**src/rtl/mrc_pkg.sv**
```systemverilog
// ----------------------------------------------------------------------------
// mrc_pkg
// Shared types, constants and helpers of the mixed-radix index converter.
// ----------------------------------------------------------------------------
package mrc_pkg;

   localparam int MAX_DIMS       = 4;
   localparam int SIZE_BITS      = 16;
   localparam int COORD_BITS     = 16;
   localparam int INDEX_BITS     = 64;
   localparam int DIMS_BITS      = 3;
   localparam int CSR_IDX_BITS   = 3;
   localparam int STEPS_PER_CELL = 4;
   localparam int CELLS_PER_DIM  = INDEX_BITS / STEPS_PER_CELL;
   localparam int DIV_DIMS       = MAX_DIMS - 1;
   localparam int NUM_DIV_CELLS  = CELLS_PER_DIM * DIV_DIMS;
   localparam int ACC_BITS       = 48;

   // request kinds
   localparam logic REQ_TO_INDEX = 1'b0;
   localparam logic REQ_TO_COORD = 1'b1;

   // status codes
   localparam logic [1:0] STATUS_OK          = 2'd0;
   localparam logic [1:0] STATUS_COORD_RANGE = 2'd1;
   localparam logic [1:0] STATUS_INDEX_RANGE = 2'd2;

   // register indexes
   localparam logic [CSR_IDX_BITS-1:0] CSR_DIMS  = 3'd0;
   localparam logic [CSR_IDX_BITS-1:0] CSR_SIZE0 = 3'd1;
   localparam logic [CSR_IDX_BITS-1:0] CSR_SIZE1 = 3'd2;
   localparam logic [CSR_IDX_BITS-1:0] CSR_SIZE2 = 3'd3;
   localparam logic [CSR_IDX_BITS-1:0] CSR_SIZE3 = 3'd4;

   // one item travelling down the chain
   typedef struct packed {
      logic                                valid;
      logic                                rtype;
      logic                                bad;
      logic [MAX_DIMS-1:0][COORD_BITS-1:0] coord;
      logic [INDEX_BITS-1:0]               acc;
      logic [INDEX_BITS-1:0]               x;
      logic [SIZE_BITS-1:0]                rem;
   } stage_type;

   // a zero extent counts as one
   function automatic logic [SIZE_BITS-1:0] eff_size(input logic [SIZE_BITS-1:0] s);
      eff_size = (s == '0) ? SIZE_BITS'(1) : s;
   endfunction

endpackage

```
**src/rtl/mrc_div_cell.sv**
```systemverilog
// ----------------------------------------------------------------------------
// mrc_div_cell
// Four restoring long-division steps of the index by one dimension size.
// ----------------------------------------------------------------------------
module mrc_div_cell (
   input  logic                          clock,
   input  logic                          reset,
   input  logic                          adv,
   input  logic [mrc_pkg::SIZE_BITS-1:0] divisor,
   input  mrc_pkg::stage_type            stage_in,
   output mrc_pkg::stage_type            stage_out
);
   import mrc_pkg::*;

   stage_type stage_ff;
   stage_type stage_in_w;
   logic [SIZE_BITS:0]    r;
   logic [INDEX_BITS-1:0] q;

   // shift in one dividend bit per step, subtract where it fits
   always_comb begin
      stage_in_w = stage_in;
      r = {1'b0, stage_in.rem};
      q = stage_in.x;
      for (int k = 0; k < STEPS_PER_CELL; k++) begin
         r = {r[SIZE_BITS-1:0], q[INDEX_BITS-1]};
         q = {q[INDEX_BITS-2:0], 1'b0};
         if (r >= {1'b0, divisor}) begin
            r    = r - {1'b0, divisor};
            q[0] = 1'b1;
         end
      end
      stage_in_w.x   = q;
      stage_in_w.rem = r[SIZE_BITS-1:0];
   end

   always_ff @(posedge clock) begin
      if (reset) begin
         stage_ff.valid <= 1'b0;
      end else if (adv) begin
         stage_ff <= stage_in_w;
      end
   end

   assign stage_out = stage_ff;
endmodule

```
**config.mk**
```make
export PLATFORM = sky130hd
export DESIGN_NAME = mrc_div_cell
export DESIGN_NICKNAME = d
export VERILOG_FILES = /design/src/rtl/mrc_pkg.sv /design/src/rtl/mrc_div_cell.sv
export SDC_FILE = /design/constraint.sdc
export NUM_CORES = 1
export LEC_CHECK = 0
export BUFFER_PORTS_ARGS = -buffer_cell sky130_fd_sc_hd__buf_4
export CAP_MARGIN = 40
export CORE_AREA = 2 2 174 176
export DETAILED_ROUTE_END_ITERATION = 16
export DIE_AREA = 0 0 176 178
export PLACE_DENSITY = 0.64
export SLEW_MARGIN = 25
export SYNTH_ARGS = -nofsm -noshare
export SYNTH_HDL_FRONTEND = slang
export SYNTH_SLANG_ARGS = --single-unit
```
**constraint.sdc**
```tcl
create_clock -name clock -period 13.34 [get_ports clock]
set_input_delay 1.334 -clock clock [delete_from_list [all_inputs] [get_ports clock]]
set_output_delay 1.334 -clock clock [all_outputs]
set_load 0.03 [all_outputs]
```
==> results.json <==
{
  "areaGrowthSynthToFinish_pct": 44.3,
  "cts_hold_buffers": 0,
  "clock-root-buffer": "clkbuf_16",
  "worstSetupEndpointType": "flip-flop",
  "reg2reg_depth": 2,
  "dp_hpwl_um": 29600,
  "slowest_stage": "o41ai_1",
  "ir_drop_mv": 0.142,
  "cap_violations": 0,
  "cpMostUsedCell": "o21ai_0",
  "synthesis.nets": 1072,
  "yosys.area.top_type": "edfxtp_1",
  "powerDensity_mw_per_mm2": 207,
  "holdCritStartpoint": "stage_out[210]",
  "synth_edf_count": 210,
  "crit_required_ns": 13.68,
  "ios": 441,
  "syn_inst": 774,
  "clk_pin_slew_ns": 0.06,
  "fin_cells": 1646,
  "grt_pass1_wl_um": 51700,
  "multiInputGateArea_mm2": 0.00375,
  "netlist_area_mm2": 0.0103,
  "rsz0062_at_grt": "no",
  "post_cts_resized": 0,
  "vias_per_cell": 5.03,
  "cts_tree": "built",
  "track_usage_pct": 22.1,
  "drtAntennaViolNets": 0,
  "timing.rr.end": "stage_out[210]",
  "power_leakage_uw": 0.00647,
  "synthDistinctLibCells": 75,
  "drt_pass1_iterations": 5,
  "finalHoldViolations": 0,
  "yosys.area.top_type_share_pct": 61.0,
  "fin_worst_skew_ns": 0,
  "yosysWarnings": 0,
  "status": "finished clean",
  "largest_reg_flops": 211,
  "initialDrtViolationCount": 590,
  "crit_type": "in2reg",
  "insertion_delay_ns": 0.53,
  "worst-path-buf-inv": 8,
  "port_buffers": 440,
  "rows": 63,
  "max_stage_delay_ns": 0.64,
  "nets": 1536,
  "grt_pass1_vias": 8025,
  "synth.area.top_cells": "edfxtp_1, ha_1, a21oi_1",
  "max_freq_mhz": 84.4,
  "die-height_um": 178,
  "dp.cells": 1601,
  "synth_seq_cells": 211,
  "slew_headroom_pct": 53.7,
  "hold_class": "reg2reg",
  "finalCritPeriodShare_pct": 88.8,
  "area.sequential_mm2": 0.00633,
  "mostFrequentLayoutCells": "buf_4, edfxtp_1, ha_1, inv_1, nor2_1",
  "timing.final.crit_period_ns": 11.84,
  "die_area_mm2": 0.0313,
  "setup_tns_ns": 0,
  "async_flop_share_pct": 0,
  "drive_above_1_share_pct": 41.3,
  "cts_sinks": 211,
  "cts_setup_buffers": 0,
  "clockBufferDepth": 3,
  "finalMaxSlewViolations": 0,
  "timing.hold.ws_ns": 0.523,
  "start_util_pct": 35.1,
  "grt_overflow": 0,
  "fill_cells": 2639,
  "crit_family": "compound AO/OA/AOI/OAI gates",
  "h-tree-depth": 1,
  "setup_viol": 0,
  "cts_buffers": 24,
  "vias": 8285,
  "place_congestion": 0.931,
  "worstPathMaxFanout": 19,
  "antenna_found_initial": 2,
  "post_drt_wl_per_cell_um": 22.4,
  "hold_end": "stage_out[210]",
  "start_kind": "primary input",
  "ys.flop_type": "edfxtp_1",
  "seq_area_frac_synth_pct": 61.2,
  "avgSynthCellArea_um2": 13.3,
  "r2r_start": "stage_out[210]",
  "whs_path_depth": 2,
  "grt_max_degree": 189,
  "final_common_cell": "buf_4",
  "r2r_slack_ns": 12.74,
  "coreArea_mm2": 0.0294,
  "drc": 0,
  "worstPathArrival_ns": 12.19,
  "wirelength_um": 36800,
  "die_x_um": 176,
  "tightestPinTransition_ns": 0.693,
  "n_antenna_cell": 0
}
## how the worst max path moves through the flow
stage / from / end / slack, ns / cells past startpoint
floorplan: reset / stage_out[0] / 1.90 / 1
global route: divisor[1] / stage_out[5] / 0.59 / 42
detailed placement: divisor[1] / stage_out[13] / 1.01 / 40
CTS: divisor[1] / stage_out[10] / 1.55 / 41
global placement: divisor[1] / stage_out[10] / 1.09 / 39
finish: divisor[1] / stage_out[5] / 1.50 / 41
## synth_stat cells (5+ instances only)
cell type,instances
a211o_1,7
a21o_1,20
a21oi_1,52
edfxtp_1,210
ha_1,64
inv_1,53
mux2_2,9
mux2i_1,17
nand2_1,36
nand2b_1,8
nand3_1,10
nand4_1,7
nor2_1,53
nor2b_1,9
nor3_1,17
o211ai_1,5
o21a_1,14
o21ai_0,35
or3_1,6
xnor2_1,28
xor2_1,17
## power by group
group | internal [µW] | switching [µW] | leakage, µW
logic | 658 | 928 | 0.00412
registers | 853 | 24.1 | 0.00198
clock network | 353 | 269 | 0.000366
## tightest hold or removal path: cells and delay by family (launching register included)
| family | cells | cell delay, ns |
|---|---|---|
| and+or+nand+nor | 1 | 0.08 |
| muxes | 1 | 0.07 |
| DFF | 1 | 0.33 |
## per-layer routing
| metal | vias to the layer above | wire [µm] | part of all wire (%) | GRT usage [%] |
|---|---|---|---|---|
| li1 | 3883 | - | - | - |
| met1 | 4021 | 15800 | 43 | 30.2 |
| met4 | 0 | 670 | 1.8 | 4.51 |
| met3 | 48 | 2710 | 7.4 | 4.65 |
| met2 | 333 | 17600 | 48 | 36.4 |
| met5 | - | 0 | 0 | 0 |
## cell type report
| type | count | area share [%] |
|---|---|---|
| sequential | 211 | 42.4 |
| inverter | 55 | 1.40 |
| clock buffer | 27 | 4.10 |
| timing repair buffer | 446 | 22.7 |
| tap | 390 | 3.27 |
| multi-input combinational | 500 | 25.2 |
| clock inverter | 17 | 0.898 |
## metrics by stage
stage / utilization, % / total power [µW] / worst slack (ns) / cell area [µm²]
finish: 50.7 / 3080 / 1.50 / 14900
global route: 50.7 / 3260 / 0.587 / 14900
CTS: 50.6 / 3090 / 1.55 / 14900
detailed placement: 48.1 / 2450 / 1.01 / 14100
global placement: 48.0 / 2440 / 1.09 / 14100
floorplan: - / 2020 / 1.90 / 10300
## cell families (layout without fill, tap and decap cells)
kind of cell               count (synthesis)  count (layout)  synth area share (%)
buffers and inverters                     63             545                  2.52
DFF                                      211             211                  61.2
adders and majority gates                 68              68                  8.53
AOI/OAI and AO/OA                        192             192                  13.2
and+or+nand+nor                          169             169                  8.07
muxes                                     26              26                  2.63
xor gates and xnor gates                  45              45                  3.81
No activity file was read; power rests on OpenSTA's default activity.
