--- src/rtl/mrc_pkg.sv ---
// ----------------------------------------------------------------------------
// mrc_pkg
// Shared types, constants and helpers of the mixed-radix index converter.
// ----------------------------------------------------------------------------
package mrc_pkg;

   localparam int MAX_DIMS       = 4;
   localparam int SIZE_BITS      = 16;
   localparam int COORD_BITS     = 16;
   localparam int INDEX_BITS     = 64;
   localparam int DIMS_BITS      = 3;
   localparam int CSR_IDX_BITS   = 3;
   localparam int STEPS_PER_CELL = 4;
   localparam int CELLS_PER_DIM  = INDEX_BITS / STEPS_PER_CELL;
   localparam int DIV_DIMS       = MAX_DIMS - 1;
   localparam int NUM_DIV_CELLS  = CELLS_PER_DIM * DIV_DIMS;
   localparam int ACC_BITS       = 48;

   // request kinds
   localparam logic REQ_TO_INDEX = 1'b0;
   localparam logic REQ_TO_COORD = 1'b1;

   // status codes
   localparam logic [1:0] STATUS_OK          = 2'd0;
   localparam logic [1:0] STATUS_COORD_RANGE = 2'd1;
   localparam logic [1:0] STATUS_INDEX_RANGE = 2'd2;

   // register indexes
   localparam logic [CSR_IDX_BITS-1:0] CSR_DIMS  = 3'd0;
   localparam logic [CSR_IDX_BITS-1:0] CSR_SIZE0 = 3'd1;
   localparam logic [CSR_IDX_BITS-1:0] CSR_SIZE1 = 3'd2;
   localparam logic [CSR_IDX_BITS-1:0] CSR_SIZE2 = 3'd3;
   localparam logic [CSR_IDX_BITS-1:0] CSR_SIZE3 = 3'd4;

   // one item travelling down the chain
   typedef struct packed {
      logic                                valid;
      logic                                rtype;
      logic                                bad;
      logic [MAX_DIMS-1:0][COORD_BITS-1:0] coord;
      logic [INDEX_BITS-1:0]               acc;
      logic [INDEX_BITS-1:0]               x;
      logic [SIZE_BITS-1:0]                rem;
   } stage_type;

   // a zero extent counts as one
   function automatic logic [SIZE_BITS-1:0] eff_size(input logic [SIZE_BITS-1:0] s);
      eff_size = (s == '0) ? SIZE_BITS'(1) : s;
   endfunction

endpackage

--- src/rtl/mrc_mac_cell.sv ---
// ----------------------------------------------------------------------------
// mrc_mac_cell
// One Horner step of the coordinate to index path: acc = acc * size + coord.
// ----------------------------------------------------------------------------
module mrc_mac_cell (
   input  logic                           clock,
   input  logic                           reset,
   input  logic                           adv,
   input  logic                           active,
   input  logic [mrc_pkg::SIZE_BITS-1:0]  size,
   input  logic [mrc_pkg::COORD_BITS-1:0] coord,
   input  mrc_pkg::stage_type             stage_in,
   output mrc_pkg::stage_type             stage_out
);
   import mrc_pkg::*;

   stage_type stage_ff;
   stage_type stage_in_w;
   logic [COORD_BITS-1:0] c_used;

   // multiply-accumulate, dimensions past the count add nothing
   always_comb begin
      stage_in_w = stage_in;
      c_used     = active ? coord : '0;
      stage_in_w.acc = INDEX_BITS'(stage_in.acc[ACC_BITS-1:0] * size)
                     + INDEX_BITS'(c_used);
      stage_in_w.bad = stage_in.bad | (active && (coord >= size));
   end

   always_ff @(posedge clock) begin
      if (reset) begin
         stage_ff.valid <= 1'b0;
      end else if (adv) begin
         stage_ff <= stage_in_w;
      end
   end

   assign stage_out = stage_ff;
endmodule

--- config.mk ---
export PLATFORM = sky130hd
export DESIGN_NAME = mrc_mac_cell
export DESIGN_NICKNAME = d
export VERILOG_FILES = /design/src/rtl/mrc_pkg.sv /design/src/rtl/mrc_mac_cell.sv
export SDC_FILE = /design/constraint.sdc
export NUM_CORES = 2
export LEC_CHECK = 0
export CAP_MARGIN = 10
export CORE_ASPECT_RATIO = 2
export CORE_MARGIN = 10
export CORE_UTILIZATION = 35
export DETAILED_ROUTE_END_ITERATION = 10
export DONT_BUFFER_PORTS = 1
export HOLD_SLACK_MARGIN = 0.12
export PLACE_DENSITY_LB_ADDON = 0.3
export SYNTH_ARGS = -nofsm -noshare
export SYNTH_HDL_FRONTEND = slang
export SYNTH_SLANG_ARGS = --single-unit
export TNS_END_PERCENT = 1
--- constraint.sdc ---
create_clock -name clock -period 18 [get_ports clock]
set_input_delay 3.6 -clock clock [delete_from_list [all_inputs] [get_ports clock]]
set_output_delay 3.6 -clock clock [all_outputs]
set_load 0.05 [all_outputs]
==> impl_metrics.py <==
metrics = {
    "status": {
        "status": "complete, no violations",
    },
    "timing": {
        "rsz0062_at_grt": "no",
        "setup_ws_ps": 8089,
        "finalMaxSlewViolations": 0,
        "timing.final.crit_share_pct": 55.06,
        "hold_vio_cnt_final": 0,
        "achievable-frequency_ghz": 0.1009,
        "worstMarginPinSlew_ps": 1235,
        "skew_ps": 0,
        "final_period_minus_worst_setup_slack_ps": 9911,
        "setup-violations-final": 0,
        "finalSetupTns_ps": 0,
        "relSlewSlack_pct": 16.93,
    },
    "logic_synthesis": {
        "synth.yosys.warnings": 0,
        "asyncSetResetFlopFracSynth_pct": 0,
        "syn-cell-area_um2": 32180,
        "synth-edff-count": 210,
        "synth-seq-area-share_pct": 19.66,
        "yosys_register_bits": 211,
        "postSynthCellCount": 3311,
        "syn_nets": 4402,
        "synth_flop_cell": "sky130_fd_sc_hd__edfxtp_1",
        "post_synth.cell_area_avg_um2": 9.718,
        "synth.distinct_cells": 64,
    },
    "critical_path": {
        "worst-r2r-setup-slack_ps": 17060,
        "cpMaxStageDelayCell": "sky130_fd_sc_hd__o31ai_1",
        "reg2reg_from": "stage_out[210]",
        "endpoint": "stage_out[141]",
        "cp_max_fo": 49,
        "worstPathArrival_ps": 10240,
        "worst_path_largest_cell_delay_ps": 1000,
        "crit_required_ps": 18330,
        "worst_setup_path_start_kind": "input pin",
        "critical_path.cell_chain": "and2_1 -> fa_1 -> inv_1 -> fa_1 -> fa_1 -> inv_1 -> fa_1 -> fa_1 -> inv_1 -> fa_1 -> inv_1 -> ha_1 -> and3_2 -> o211ai_2 -> a21oi_4 -> o21a_1 -> o21ai_1 -> o21ba_1 -> o31ai_1 -> a21oi_1 -> xnor2_1",
        "reg2reg_to": "stage_out[210]",
        "cp_most_frequent_cell": "sky130_fd_sc_hd__fa_1",
        "crit_start": "size[4]",
        "category_of_the_most_critical_setup_path": "input pin to register",
        "worst-r2r-cell-count": 2,
        "critical_path.endpoint_type": "register",
    },
    "clocking": {
        "cts_buffer_depth": 3,
        "post_cts_resized": 0,
        "postCtsHoldBufs": 0,
        "cts-root-buf": "sky130_fd_sc_hd__clkbuf_16",
        "ctsHtreeMaxLevel": 1,
        "cts.reportedPaths.clkPinSlew_ps": 70,
        "cts_buffers": 22,
        "tritoncts": "done",
        "clock_latency_ps": 560,
        "postCtsSetupRepairBufs": 0,
        "cts_num_sinks": 211,
    },
    "floorplanning": {
        "floorplan.io_pins": 458,
        "floorplan.die.height_um": 448.8,
        "floorplan.die.width_um": 234.4,
        "row_count": 157,
        "core_ar_um2": 91340,
        "initial_util_pct": 35.23,
        "dieArea_um2": 105200,
    },
    "layout": {
        "layout-drive-gt1-share_pct": 1.939,
        "fill_cells": 9288,
        "area.sequential_um2": 6326,
        "num-nets-final": 4275,
        "utilization_pct": 37.05,
        "synthToLayoutAreaGrowth_pct": 5.179,
        "fin_area_um2": 33840,
        "multi_input_comb_area_um2": 22100,
        "largest_register_ff_count": 211,
    },
    "drt": {
        "drt-total-wl_mm": 106.8,
        "detailedRoute.firstIterationViolations": 995,
        "final_antenna_net_count": 0,
        "drt-wirelength-per-cell_um": 24.29,
        "drc_errors": 0,
        "firstDrtPassIters": 6,
        "via_count": 22110,
        "route.detailed.vias_per_inst": 5.029,
    },
    "global_routing": {
        "grt_usage_pct": 20.34,
        "pin_count_of_the_biggest_net_entering_global_routing": 74,
        "antenna_found_initial": 21,
        "grt_pass1_wl_mm": 156.4,
        "global_route.overflow_total": 0,
        "first_global_vias": 24540,
    },
    "place": {
        "port-buffer-count": 0,
        "place_congestion": 0.9146,
        "post-place-ws_ps": 7514,
        "post-dp-hpwl_mm": 84.34,
        "post_dp_cell_area_um2": 33120,
    },
    "worst_hold_path": {
        "hold_path.class": "register to register",
    },
    "job": {
        "max-cap-violations": 0,
    },
}
-- Yosys cell counts (6+ instances only) --
cell type	instances	area, um2
sky130_fd_sc_hd__and3_1	7	43.79
sky130_fd_sc_hd__o21ai_1	13	65.06
sky130_fd_sc_hd__inv_1	844	3168
sky130_fd_sc_hd__o21ai_0	23	115.1
sky130_fd_sc_hd__a21oi_1	76	380.4
sky130_fd_sc_hd__edfxtp_1	210	6306
sky130_fd_sc_hd__and2_1	268	1677
sky130_fd_sc_hd__nor2_1	39	146.4
sky130_fd_sc_hd__xnor2_1	38	332.8
sky130_fd_sc_hd__o21bai_1	14	105.1
sky130_fd_sc_hd__clkbuf_1	148	555.5
sky130_fd_sc_hd__nand2_1	581	2181
sky130_fd_sc_hd__ha_1	186	2327
sky130_fd_sc_hd__xor2_1	22	192.7
sky130_fd_sc_hd__o211ai_1	6	45.04
sky130_fd_sc_hd__a211oi_1	6	45.04
sky130_fd_sc_hd__o21a_1	7	52.55
sky130_fd_sc_hd__nor2b_1	9	56.30
sky130_fd_sc_hd__fa_1	658	13170
sky130_fd_sc_hd__a21o_1	44	330.3
sky130_fd_sc_hd__nand3_1	15	75.07
sky130_fd_sc_hd__nand4_1	25	156.4
-- worst max-delay path, delay by kind of cell --
kind / cells / cell delay [ps]
AND/OR/NAND/NOR: 2 / 530
XOR/XNOR: 1 / 190
buffers and inverters: 4 / 220
AO/OA/AOI/OAI: 7 / 2230
adder cells (fa/ha/maj): 7 / 3450
-- cells by family after synthesis --
group                      after synthesis  share of synthesized area [%]
buffers and inverters                  999                          11.67
and+or+nand+nor                        962                          13.83
adders and majority gates              844                          48.17
AOI/OAI and AO/OA                      234                          5.001
DFF                                    211                          19.66
xor gates and xnor gates                60                          1.633
muxes                                    1                        0.03111
-- how the worst min path moves through the flow --
stage	startpoint	slack, ps	cells after the start	end
after global routing	stage_out[210]	830	2	stage_out[210]
after detailed placement	stage_out[210]	770	2	stage_out[210]
after floorplan	stage_out[210]	730	2	stage_out[210]
after global placement	stage_out[210]	770	2	stage_out[210]
final	stage_out[210]	770	2	stage_out[210]
after CTS	stage_out[210]	780	2	stage_out[210]
-- through the flow --
step	hold slack (ps)	std cells
3_3_place_gp	765.5	4352
3_5_place_dp	768.0	4352
6_report	771.4	4397
5_1_grt	828.5	4394
4_1_cts	776.2	4390
2_1_floorplan	732.6	3311
-- layout by cell type (no fill, tap or decap), types with 8 or more instances in the layout --
cell type,count
sky130_fd_sc_hd__nor2_1,39
sky130_fd_sc_hd__xnor2_1,38
sky130_fd_sc_hd__edfxtp_1,210
sky130_fd_sc_hd__a21o_1,44
sky130_fd_sc_hd__o21ai_1,13
sky130_fd_sc_hd__fa_1,658
sky130_fd_sc_hd__nand3_1,15
sky130_fd_sc_hd__o21bai_1,14
sky130_fd_sc_hd__ha_1,186
sky130_fd_sc_hd__nand4_1,25
sky130_fd_sc_hd__clkbuf_16,22
sky130_fd_sc_hd__o21ai_0,23
sky130_fd_sc_hd__nor2b_1,8
sky130_fd_sc_hd__and2_1,268
sky130_fd_sc_hd__a21oi_1,76
sky130_fd_sc_hd__inv_1,844
sky130_fd_sc_hd__xor2_1,22
sky130_fd_sc_hd__nand2_1,581
-- layer usage --
layer  up-vias  share of wire (%)  global-route usage (%)
met5         -              0.066                       0
met4        10                6.8                   11.76
met3       282                7.6                   4.498
met2       900                 56                   40.16
met1     11400                 29                   17.99
li1       9525                  -                       -
-- area by class of cell --
type | count | share of cell area [%]
antenna | 7 | 0.05176
clock buffer | 27 | 1.712
clock inverter | 11 | 0.3808
inverter | 844 | 9.361
multi-input combinational | 2101 | 65.31
sequential | 211 | 18.69
tap | 1192 | 4.407
timing repair buffer | 4 | 0.08873
Power is not shown: default switching activity piles up to over one toggle a cycle in this logic, so the estimate is an artifact.
